==> src/tspsi_pkg.sv <==
// Package with the item types and codes of the PSI section reassembler.
package tspsi_pkg;

	typedef enum logic [1:0] {
		KIND_DATA  = 2'd0,
		KIND_FINAL = 2'd1,
		KIND_CLOSE = 2'd2,
		KIND_DROP  = 2'd3
	} kind_t;

	typedef enum logic [4:0] {
		PH_IDLE       = 5'b00001,
		PH_TAIL       = 5'b00010,
		PH_HEAD       = 5'b00100,
		PH_BODY_START = 5'b01000,
		PH_BODY_CONT  = 5'b10000
	} phase_t;

	localparam int unsigned MAX_RESULTS = 3;
	localparam logic [7:0] STUFF_BYTE = 8'hFF;

	typedef struct packed {
		logic [7:0] payload_byte;
		logic       packet_first;
		logic       packet_last;
		logic       unit_start;
		logic [3:0] continuity;
	} in_item_t;

	typedef struct packed {
		logic [7:0] section_byte;
		kind_t      kind;
		logic       run_last;
	} out_item_t;

endpackage

==> src/ts_psi_section_reassembler_unit.sv <==
// Top level of the PSI section reassembler: section state and result queue.
//
// The item channel (item_valid, item_ready, item) takes one transport payload
// byte per cycle while item_ready is high, with packet marks, unit start flag
// and continuity count. The result channel (result_valid, result_ready,
// result) returns the section bytes, close markers and drop markers, with
// run_last on the last result that belongs to one input item.
// All decoding for an item happens in the cycle it is accepted; its results
// sit in a three-entry result register and the first one is offered in the
// next cycle.
// An item that causes several results holds the result channel while they
// are handed over one by one through the single result port. A new item is
// taken while the last queued result is being handed over.
// If the receiver stalls, queued results hold and item_ready drops once the
// queue would not empty in that cycle.
// Reset clears the section state and empties the result queue; the continuity
// reference is unknown until the first packet arrives.
module ts_psi_section_reassembler_unit
	import tspsi_pkg::*;
(
	input  logic      clk,
	input  logic      arst_n,
	input  logic      item_valid,
	output logic      item_ready,
	input  in_item_t  item,
	output logic      result_valid,
	input  logic      result_ready,
	output out_item_t result
);

	phase_t      phase_q;
	logic [3:0]  prev_cc_q;
	logic        cc_known_q;
	logic        collecting_q;
	logic [7:0]  ptr_rem_q;
	logic [15:0] hdr_hold_q;
	logic [1:0]  hdr_cnt_q;
	logic [11:0] sec_rem_q;

	out_item_t   buf_q [MAX_RESULTS];
	logic [1:0]  cnt_q;

	phase_t      ph;
	logic [3:0]  prev_cc;
	logic        cc_known;
	logic        collecting;
	logic [7:0]  ptr_rem;
	logic [15:0] hdr_hold;
	logic [1:0]  hdr_cnt;
	logic [11:0] sec_rem;
	out_item_t   res [MAX_RESULTS];
	logic [1:0]  n;

	logic        item_fire;
	logic        result_fire;

	assign result_valid = (cnt_q != 2'd0);
	assign result = buf_q[0];
	assign item_ready = (cnt_q == 2'd0) || ((cnt_q == 2'd1) && result_ready);
	assign item_fire = item_valid && item_ready;
	assign result_fire = result_valid && result_ready;

	always_comb begin
		logic       use_byte;
		logic       disc;
		logic [7:0] b;
		logic [11:0] len;
		ph = phase_q;
		prev_cc = prev_cc_q;
		cc_known = cc_known_q;
		collecting = collecting_q;
		ptr_rem = ptr_rem_q;
		hdr_hold = hdr_hold_q;
		hdr_cnt = hdr_cnt_q;
		sec_rem = sec_rem_q;
		n = 2'd0;
		use_byte = 1'b1;
		disc = 1'b0;
		b = item.payload_byte;
		len = {hdr_hold_q[3:0], b};
		for (int i = 0; i < MAX_RESULTS; i++) begin
			res[i] = '{section_byte: 8'd0, kind: KIND_DATA, run_last: 1'b0};
		end

		if (item.packet_first) begin
			if ((ph == PH_TAIL) && collecting) begin
				res[n] = '{section_byte: 8'd0, kind: KIND_DROP, run_last: 1'b0};
				n = n + 2'd1;
				collecting = 1'b0;
			end
			ph = PH_IDLE;
			hdr_cnt = 2'd0;
			disc = cc_known && ((prev_cc + 4'd1) != item.continuity);
			prev_cc = item.continuity;
			cc_known = 1'b1;
			use_byte = 1'b0;
			if (disc) begin
				if (collecting) begin
					res[n] = '{section_byte: 8'd0, kind: KIND_DROP, run_last: 1'b0};
					n = n + 2'd1;
					collecting = 1'b0;
				end
			end else if (item.unit_start) begin
				if ((b == 8'd0) && !item.packet_last) begin
					if (collecting) begin
						res[n] = '{section_byte: 8'd0, kind: KIND_CLOSE, run_last: 1'b0};
						n = n + 2'd1;
						collecting = 1'b0;
					end
					ph = PH_HEAD;
				end else begin
					ptr_rem = b;
					ph = PH_TAIL;
				end
			end else if (collecting) begin
				ph = PH_BODY_CONT;
				use_byte = 1'b1;
			end
		end

		if (use_byte) begin
			unique case (ph) inside
				PH_TAIL: begin
					if (collecting) begin
						res[n] = '{section_byte: b, kind: KIND_DATA, run_last: 1'b0};
						n = n + 2'd1;
					end
					if (ptr_rem != 8'd0) begin
						ptr_rem = ptr_rem - 8'd1;
					end
					if ((ptr_rem == 8'd0) && !item.packet_last) begin
						if (collecting) begin
							res[n - 2'd1].kind = KIND_FINAL;
							collecting = 1'b0;
						end
						ph = PH_HEAD;
						hdr_cnt = 2'd0;
					end
				end
				PH_HEAD: begin
					if ((hdr_cnt == 2'd0) && (b == STUFF_BYTE)) begin
						ph = PH_IDLE;
					end else if (hdr_cnt < 2'd2) begin
						hdr_hold = {hdr_hold[7:0], b};
						hdr_cnt = hdr_cnt + 2'd1;
					end else begin
						res[0] = '{section_byte: hdr_hold[15:8], kind: KIND_DATA,
							run_last: 1'b0};
						res[1] = '{section_byte: hdr_hold[7:0], kind: KIND_DATA,
							run_last: 1'b0};
						res[2] = '{section_byte: b,
							kind: (len == 12'd0) ? KIND_FINAL : KIND_DATA, run_last: 1'b0};
						n = 2'd3;
						hdr_cnt = 2'd0;
						if (len != 12'd0) begin
							collecting = 1'b1;
							sec_rem = len;
							ph = PH_BODY_START;
						end
					end
				end
				PH_BODY_START, PH_BODY_CONT: begin
					if (sec_rem != 12'd0) begin
						sec_rem = sec_rem - 12'd1;
					end
					if (sec_rem == 12'd0) begin
						res[n] = '{section_byte: b, kind: KIND_FINAL, run_last: 1'b0};
						n = n + 2'd1;
						collecting = 1'b0;
						ph = (ph == PH_BODY_START) ? PH_HEAD : PH_IDLE;
						hdr_cnt = 2'd0;
					end else begin
						res[n] = '{section_byte: b, kind: KIND_DATA, run_last: 1'b0};
						n = n + 2'd1;
					end
				end
				default: begin
				end
			endcase
		end

		if (item.packet_last) begin
			if ((ph == PH_TAIL) && collecting) begin
				res[n] = '{section_byte: 8'd0, kind: KIND_DROP, run_last: 1'b0};
				n = n + 2'd1;
				collecting = 1'b0;
			end
			ph = PH_IDLE;
			hdr_cnt = 2'd0;
		end

		if (n != 2'd0) begin
			res[n - 2'd1].run_last = 1'b1;
		end
	end

	always_ff @(posedge clk or negedge arst_n) begin
		if (!arst_n) begin
			phase_q <= PH_IDLE;
			prev_cc_q <= 4'd0;
			cc_known_q <= 1'b0;
			collecting_q <= 1'b0;
			ptr_rem_q <= 8'd0;
			hdr_hold_q <= 16'd0;
			hdr_cnt_q <= 2'd0;
			sec_rem_q <= 12'd0;
			cnt_q <= 2'd0;
		end else begin
			if (item_fire) begin
				phase_q <= ph;
				prev_cc_q <= prev_cc;
				cc_known_q <= cc_known;
				collecting_q <= collecting;
				ptr_rem_q <= ptr_rem;
				hdr_hold_q <= hdr_hold;
				hdr_cnt_q <= hdr_cnt;
				sec_rem_q <= sec_rem;
				cnt_q <= n;
			end else if (result_fire) begin
				cnt_q <= cnt_q - 2'd1;
			end
		end
	end

	always_ff @(posedge clk) begin
		if (item_fire) begin
			for (int i = 0; i < MAX_RESULTS; i++) begin
				buf_q[i] <= res[i];
			end
		end else if (result_fire) begin
			for (int i = 0; i < MAX_RESULTS - 1; i++) begin
				buf_q[i] <= buf_q[i + 1];
			end
		end
	end

endmodule

==> config.mk <==
export PLATFORM = sky130hd
export DESIGN_NAME = ts_psi_section_reassembler_unit
export DESIGN_NICKNAME = d
export VERILOG_FILES = /design/src/tspsi_pkg.sv /design/src/ts_psi_section_reassembler_unit.sv
export SDC_FILE = /design/constraint.sdc
export NUM_CORES = 1
export LEC_CHECK = 0
export BUFFER_PORTS_ARGS = -buffer_cell sky130_fd_sc_hd__buf_4
export CAP_MARGIN = 20
export CORE_MARGIN = 5
export CORE_UTILIZATION = 62
export CTS_CLUSTER_SIZE = 8
export DETAILED_ROUTE_END_ITERATION = 8
export PLACE_DENSITY = 0.81
export SLEW_MARGIN = 20
export SYNTH_ARGS = -nofsm -noshare
export SYNTH_HDL_FRONTEND = slang
export SYNTH_SLANG_ARGS = --single-unit
==> constraint.sdc <==
create_clock -name clk -period 5.9 [get_ports clk]
set_input_delay 0.885 -clock clk [delete_from_list [all_inputs] [get_ports clk]]
set_output_delay 0.885 -clock clk [all_outputs]
set_load 0.005 [all_outputs]
## Word level (Yosys, flattened, before mapping)

Memory sizes are Yosys's and may differ from the RTL's.
Index checks and enable logic that the tools add are counted.

| operators by class | value |
|---|---|
| $add $sub $neg | 10 |
| order comparisons | 11 |
| equality and inequality tests | 12 |
| multiplexer cells | 118 |
| bitwise operators | 17 |
| reduce and logical (&&, ||, !) cells | 33 |

Operator list:

| kind | count |
|---|---|
| 2-to-1 mux 33 bit | 18 |
| bitwise mux 33 bit | 4 |
| demux 11 bit (select 2 bit) | 5 |
| case mux 33 bit (3 select lines) | 1 |
| 2-to-1 mux 12 bit | 6 |
| 2-to-1 mux 8 bit | 9 |
| 2-to-1 mux 11 bit | 6 |
| 2-to-1 mux 5 bit | 11 |
| bitwise AND 27 bit | 2 |
| NOT 27 bit | 2 |
| 2-to-1 mux 2 bit | 23 |
| bitwise AND 30 bit | 1 |
| NOT 30 bit | 1 |
| 2-to-1 mux 1 bit | 26 |
| zero test 12 bit | 2 |
| case mux 12 bit (2 select lines) | 1 |
| nonzero test 12 bit | 2 |
| zero test 8 bit | 2 |
| == test 5 x 2 -> 1 bit, second input constant | 3 |
| >= comparator 3 bit, second input constant | 5 |
| < comparator 3 x 1 -> 1 bit, second input constant | 5 |
| NOT 2 -> 3 bit | 5 |
| case mux 5 bit (3 select lines) | 1 |
| logical AND 1 bit | 14 |
| other kinds (30) | 46 |

| storage, ports and cells | value |
|---|---|
| bits in registers | 51 |
| RAM bits | 33 |
| output and inout port bits | 13 |
| word-level logic and storage cells | 211 |
| memories kept | 1 |

Memory list:

| name | depth | width | rd ports | clocked after Yosys merged registers in | write ports | RTL line | RTL |
|---|---|---|---|---|---|---|---|
| buf_q | 3 | 11 | 3 | 0 | 3 | ts_psi_section_reassembler_unit.sv:40 | `out_item_t buf_q [MAX_RESULTS];` |

## Longest topological paths before layout

Gate-level depths: netlist (run 1).

| logic depth | value |
|---|---|
| word-level depth | 31 |
| gate-level depth with buffers | 20 |

## Worst setup path after synthesis (run 1)

Ideal clock, no wire load.

| path | value |
|---|---|
| kind | input-to-reg |
| start | input port item[12] (netlist bit) |
| end | memory buf_q[0][0] (netlist bit), data pin |
| library setup time | 0.135 ns |
| data arrival time | 5.408 ns |
| data required time | 5.765 ns |
| path slack | 0.358 ns |
| stages | 20 |
| buffers on the path | 4 |
| cell sequence | buf_6 -> or3_4 -> or3_4 -> or2_4 -> nand2_1 -> buf_4 -> clkbuf_1 -> mux2i_1 -> ha_1 -> nand2b_1 -> nor4b_1 -> a21oi_1 -> a2111oi_4 -> o32ai_1 -> a211oi_2 -> o2111ai_2 -> a31o_1 -> buf_6 -> a2111o_1 -> nand3_1 |

RTL lines:

| item | RTL line | RTL |
|---|---|---|
| start: declaration | ts_psi_section_reassembler_unit.sv:25 | `input in_item_t item,` |
| end: declaration | ts_psi_section_reassembler_unit.sv:40 |  |

==> results of run 1 <==
[layer usage]
layer,vias up,wire [µm]
li1,2230,-
met2,225,6590
met4,0,234
met1,2371,6060
met5,-,0
met3,29,902
[registers in the layout, indices dropped and copies added, names as in the netlist]
signal	flops
sec_rem_q	12
hdr_hold_q	16
hdr_cnt_q	2
collecting_q	1
cc_known_q	1
ptr_rem_q	8
buf_q	33
cnt_q	2
phase_q	5
prev_cc_q	4
[synthesized netlist by cell type, types with 10 or more instances]
cell type,n,share of area (%)
o21ai_0,34,3.0
a22o_1,18,2.8
nand3_1,12,1.1
a21oi_1,34,3.0
inv_1,18,1.2
nand2_1,38,2.5
dfrtp_1,50,22
edfxtp_1,33,18
nor2_1,45,3.0
a31oi_1,10,1.1
mux2_2,26,5.2
buf_4,14,1.9
clkbuf_1,25,1.7
nor3_1,18,1.6
ha_1,12,2.7
a32o_1,18,3.2
and2_1,16,1.8
[cells by family (layout without fill, tap and decap cells)]
logic type	count (synthesis)	after routing	share of synthesized area [%]
other	2	3	0.133
AND/OR/NAND/NOR	196	196	19.3
adder cells (fa/ha/maj)	12	12	2.65
XOR/XNOR	10	10	1.79
flip-flops	84	84	40.1
multiplexers	34	34	6.59
buffers and inverters	65	72	5.59
AO/OA/AOI/OAI	183	183	23.9
[metrics by stage]
step | cells | hold WS, ns
floorplan | 587 | 0.480
global placement | 686 | 0.489
detailed placement | 686 | 0.501
CTS | 702 | 0.524
global route | 702 | 0.545
finish | 702 | 0.529
[worst paths after layout]
check                            endpoint  slack (ns)  cells after the start
setup / recovery              buf_q[1][9]        0.43                     17
hold / removal             hdr_hold_q[12]        0.53                      1
setup reg to reg              buf_q[1][9]        0.47                     17
hold reg to reg            hdr_hold_q[12]        0.53                      1
max in group asynchronous        cnt_q[1]        4.91                      1
min in group asynchronous    sec_rem_q[7]        0.56                      1
[final cells by class]
cell class                      instances  area share, %
Multi-Input combinational cell        438           51.1
Sequential cell                        84           37.6
Timing Repair Buffer                   38           4.73
Clock buffer                           10           2.28
Tap cell                              108           2.24
Inverter                               18           1.12
Clock inverter                          6          0.872
[power by group through the flow]
stage / combinational [mW] / sequential [mW] / clock (mW)
6_report: 0.605 / 0.809 / 0.410
3_5_place_dp: 0.600 / 0.821 / 0
3_3_place_gp: 0.585 / 0.818 / 0
2_1_floorplan: 0.457 / 0.804 / 0
5_1_grt: 0.667 / 0.823 / 0.443
4_1_cts: 0.603 / 0.810 / 0.416
==> impl_metrics.toml, run 1 <==
[clocking]
cts_setup_buffers = 0
cts_tree = "built"
cts.sinks = 84
clk_pin_slew_worst_paths_ns = 0.09
hold_buffers = 0
cts_buffers = 9
cts_buffer_depth = 2
postCtsResizedCells = 0
h-tree-depth = 3
cts_root_buffer = "clkbuf_8"
clock_latency_ns = 0.36

[placement]
dpl_cell_area_um2 = 5840
io_buffers = 31
gp_congestion = 0.952
dp_slack_ns = 0.147
hpwl_mm = 9.79

[finish]
synthToLayoutAreaGrowth_pct = 6.45
final_common_cell = "dfrtp_1"
layout-drive-gt1-share_pct = 17.7
mostFrequentLayoutCells = "50 x dfrtp_1, 45 x nor2_1, 38 x nand2_1, 38 x buf_4"
final_cell_area_um2 = 6030
nFillCells = 691
multi_input_area_um2 = 3080
seq_area_um2 = 2270
diodes = 0
nNetsFinal = 620
fin_util_pct = 68.4

[sta]
fin_skew_ns = 0.0107
setup_violations = 0
period_share_pct = 92.7
slew_headroom_pct = 32.7
final-hold-violation-count = 0
rsz0062_at_grt = "false"
worst_pin_slew_ns = 1.01
setup_slack_ns = 0.432
setup_tns_ns = 0
max_freq_ghz = 0.183
finalMaxSlewViolations = 0
layout_min_cycle_time_ns = 5.47

[synthesis]
synth_area_um2 = 5660
async_flop_share_pct = 60.7
synth-seq-area-share_pct = 40.1
yosys.cell_types.count = 84
synth_seq_cells = 84
synth-edff-count = 33
syn_inst = 586
postSynthAreaPerCell_um2 = 9.66
ys_warn_count = 0
yosys_most_used_dff = "dfrtp_1"

[global_route]
track_usage_pct = 25.2
grt_max_degree = 52
antenna_found_initial = 0
overflow = 0
use_met3_pct = 3.73
grt_use_met1_pct = 35.8
grt_pass1_vias = 4611
use_met2_pct = 40.8
grt_pass1_wl_mm = 23.2
busiest_layer = "met2"

[setup_path]
startpoint_type = "primary input"
crit_top_cell = "or3_4"
r2r_start = "prev_cc_q[0]"
critPathKind = "in2reg"
crit_required_ns = 6.13
worstPathArrival_ns = 5.70
crit_path_start = "item[10]"
path_buf_inv = 1
cp_slowest_cell = "a311oi_2"
path_cells = "buf_4 -> or3_4 -> or3_4 -> or2_4 -> nand2_1 -> mux2i_1 -> ha_1 -> nand2b_1 -> nor4b_1 -> a21oi_1 -> a2111oi_4 -> o32ai_1 -> a211oi_2 -> o2111ai_2 -> a31o_1 -> a311oi_2 -> and2_1"
cp_slowest_stage_delay_ns = 0.56
end_kind = "flip-flop"
cp_top_family = "compound AO/OA/AOI/OAI gates"
worstPathMaxFanout = 13

[power]
p_int_mw = 1.17
leakagePower_nw = 2.40
p_sw_share_pct = 35.6
p_comb_share_pct = 33.2
p_per_area_nw_per_um2 = 303
p_seq_share_pct = 44.4
power.switching_uw = 650
power_mw = 1.82
peakVddDrop_uv = 211
clockPowerShare_pct = 22.5

[job]
cap_violations = 0

[worst_hold_path]
holdCritStartpoint = "hdr_hold_q[12]"
hp-class = "reg2reg"

[drt]
drc_errors = 0
num_vias = 4855
drtIter0Drc = 419
avgViaCountPerCell = 6.92
first_pass_iters = 5
routed_wirelength_mm = 13.8
wire_per_inst_um = 19.6
antenna_left = 0

[die]
die_height_um = 106
die_width_um = 106
die_area_um2 = 11100
initial_utilization_pct = 64.3
core_um2 = 8810
core.rowCount = 34
ios = 32

[outcome]
status = "completed"
(Power assumes the default switching activity.)
==> inputs of run 2 (changes only) <==
- CORE_UTILIZATION: 62 -> 64
- CTS_BUF_LIST: default -> sky130_fd_sc_hd__clkbuf_4
- PLACE_DENSITY: 0.81 -> 0.83
==> impl_metrics.toml, run 2 (synthesis gave the netlist of run 1 again) <==
[outcome]
status = "completed"

[global_route]
track_usage_pct = 25.5
grt_pass1_wl_mm = 23.2
grt_pass1_vias = 4672
overflow = 0
antenna_found_initial = 0
grt_max_degree = 52

[sta]
setup_violations = 0
setup_tns_ns = 0
worst_pin_slew_ns = 1.00
final-hold-violation-count = 0
layout_min_cycle_time_ns = 5.41
rsz0062_at_grt = "false"
fin_skew_ns = 0.0201
slew_headroom_pct = 32.8
finalMaxSlewViolations = 0
whs_ns = 0.440
period_share_pct = 91.8
max_freq_ghz = 0.185

[clocking]
h-tree-depth = 3
cts_buffer_depth = 2
cts_root_buffer = "clkbuf_4"
cts_tree = "built"
cts_buffers = 9
cts.sinks = 84
cts_setup_buffers = 0
clock_latency_ns = 0.46
clk_pin_slew_worst_paths_ns = 0.17
postCtsResizedCells = 0
hold_buffers = 0

[setup_path]
crit_required_ns = 6.23
cp_top_family = "compound AO/OA/AOI/OAI gates"
path_buf_inv = 0
critPathKind = "reg2reg"
startpoint_type = "flip-flop"
worstPathArrival_ns = 5.75
path_cells = "ha_1 -> xnor3_1 -> a31oi_1 -> a211oi_4 -> nand2_1 -> mux2i_1 -> ha_1 -> nand2b_1 -> nor4b_1 -> a21oi_1 -> a2111oi_4 -> o32ai_1 -> a211oi_2 -> o2111ai_2 -> a31o_1 -> a311oi_2 -> and2_1"
cp_slowest_stage_delay_ns = 0.55
cp_slowest_cell = "a311oi_2"
worstPathMaxFanout = 13
end_kind = "flip-flop"
crit_top_cell = "ha_1"

[power]
leakagePower_nw = 2.39
p_per_area_nw_per_um2 = 295
peakVddDrop_uv = 202

[drt]
avgViaCountPerCell = 6.92
num_vias = 4864
routed_wirelength_mm = 13.8
first_pass_iters = 7
wire_per_inst_um = 19.7
antenna_left = 0
drtIter0Drc = 487
drc_errors = 0

[finish]
layout-drive-gt1-share_pct = 17.8
largest_reg_flops = 33
fin_util_pct = 69.0
largest_register = "buf_q"
top_regs = "buf_q: 33 flops, hdr_hold_q: 16 flops, sec_rem_q: 12 flops"
nNetsFinal = 621
diodes = 0
synthToLayoutAreaGrowth_pct = 5.77
fin_cells = 703
mostFrequentLayoutCells = "50 x dfrtp_1, 45 x nor2_1, 39 x buf_4"
final_cell_area_um2 = 5990
final_common_cell = "dfrtp_1"

[placement]
hpwl_mm = 9.79
dp_cells = 687
gp_congestion = 0.951
dpl_cell_area_um2 = 5840
io_buffers = 31

[die]
initial_utilization_pct = 65.2
core.rowCount = 34
die_height_um = 104
die_width_um = 104
core_um2 = 8680
die_area_um2 = 10800
ios = 32

[job]
cap_violations = 0

[worst_hold_path]
hp-class = "in2async"
## run 2: final cells by class
class	instances	area (µm²)
Sequential cell	84	2270
Clock inverter	7	76.3
Inverter	18	67.6
Timing Repair Buffer	39	293
Tap cell	108	135
Clock buffer	9	67.6
Fill cell	690	2690
Multi-Input combinational cell	438	3080
## run 2: per-stage QoR
| stage | power [mW] | setup slack [ns] |
|---|---|---|
| after global routing | 1.87 | 0.131 |
| after global placement | 1.40 | 0.374 |
| after CTS | 1.76 | 0.570 |
| final | 1.77 | 0.486 |
| after detailed placement | 1.43 | 0.215 |
| after floorplan | 1.26 | 0.358 |
## run 2: per-layer routing
| metal | wire length, µm | up-vias | global-route usage (%) |
|---|---|---|---|
| li1 | - | 2225 | - |
| met1 | 5790 | 2348 | 35.7 |
| met2 | 6640 | 260 | 40.5 |
| met3 | 1160 | 31 | 3.97 |
| met4 | 249 | 0 | 8.51 |
| met5 | 0 | - | 0 |
## run 2: power breakdown
part	internal [mW]	switching (mW)	leakage (nW)
clock network	0.101	0.243	0.0788
logic	0.254	0.355	1.31
registers	0.750	0.0612	1.00
## run 2: worst paths after layout
path | from | end | slack (ns) | depth (start not counted)
setup / recovery | prev_cc_q[0] | buf_q[1][5] | 0.49 | 17
hold / removal | arst_n | hdr_hold_q[15] | 0.44 | 1
setup reg to reg | prev_cc_q[0] | buf_q[1][5] | 0.49 | 17
hold reg to reg | hdr_hold_q[10] | hdr_hold_q[10] | 0.54 | 1
max in group asynchronous | arst_n | phase_q[4] | 5.02 | 1
min in group clk | hdr_hold_q[10] | hdr_hold_q[10] | 0.54 | 1
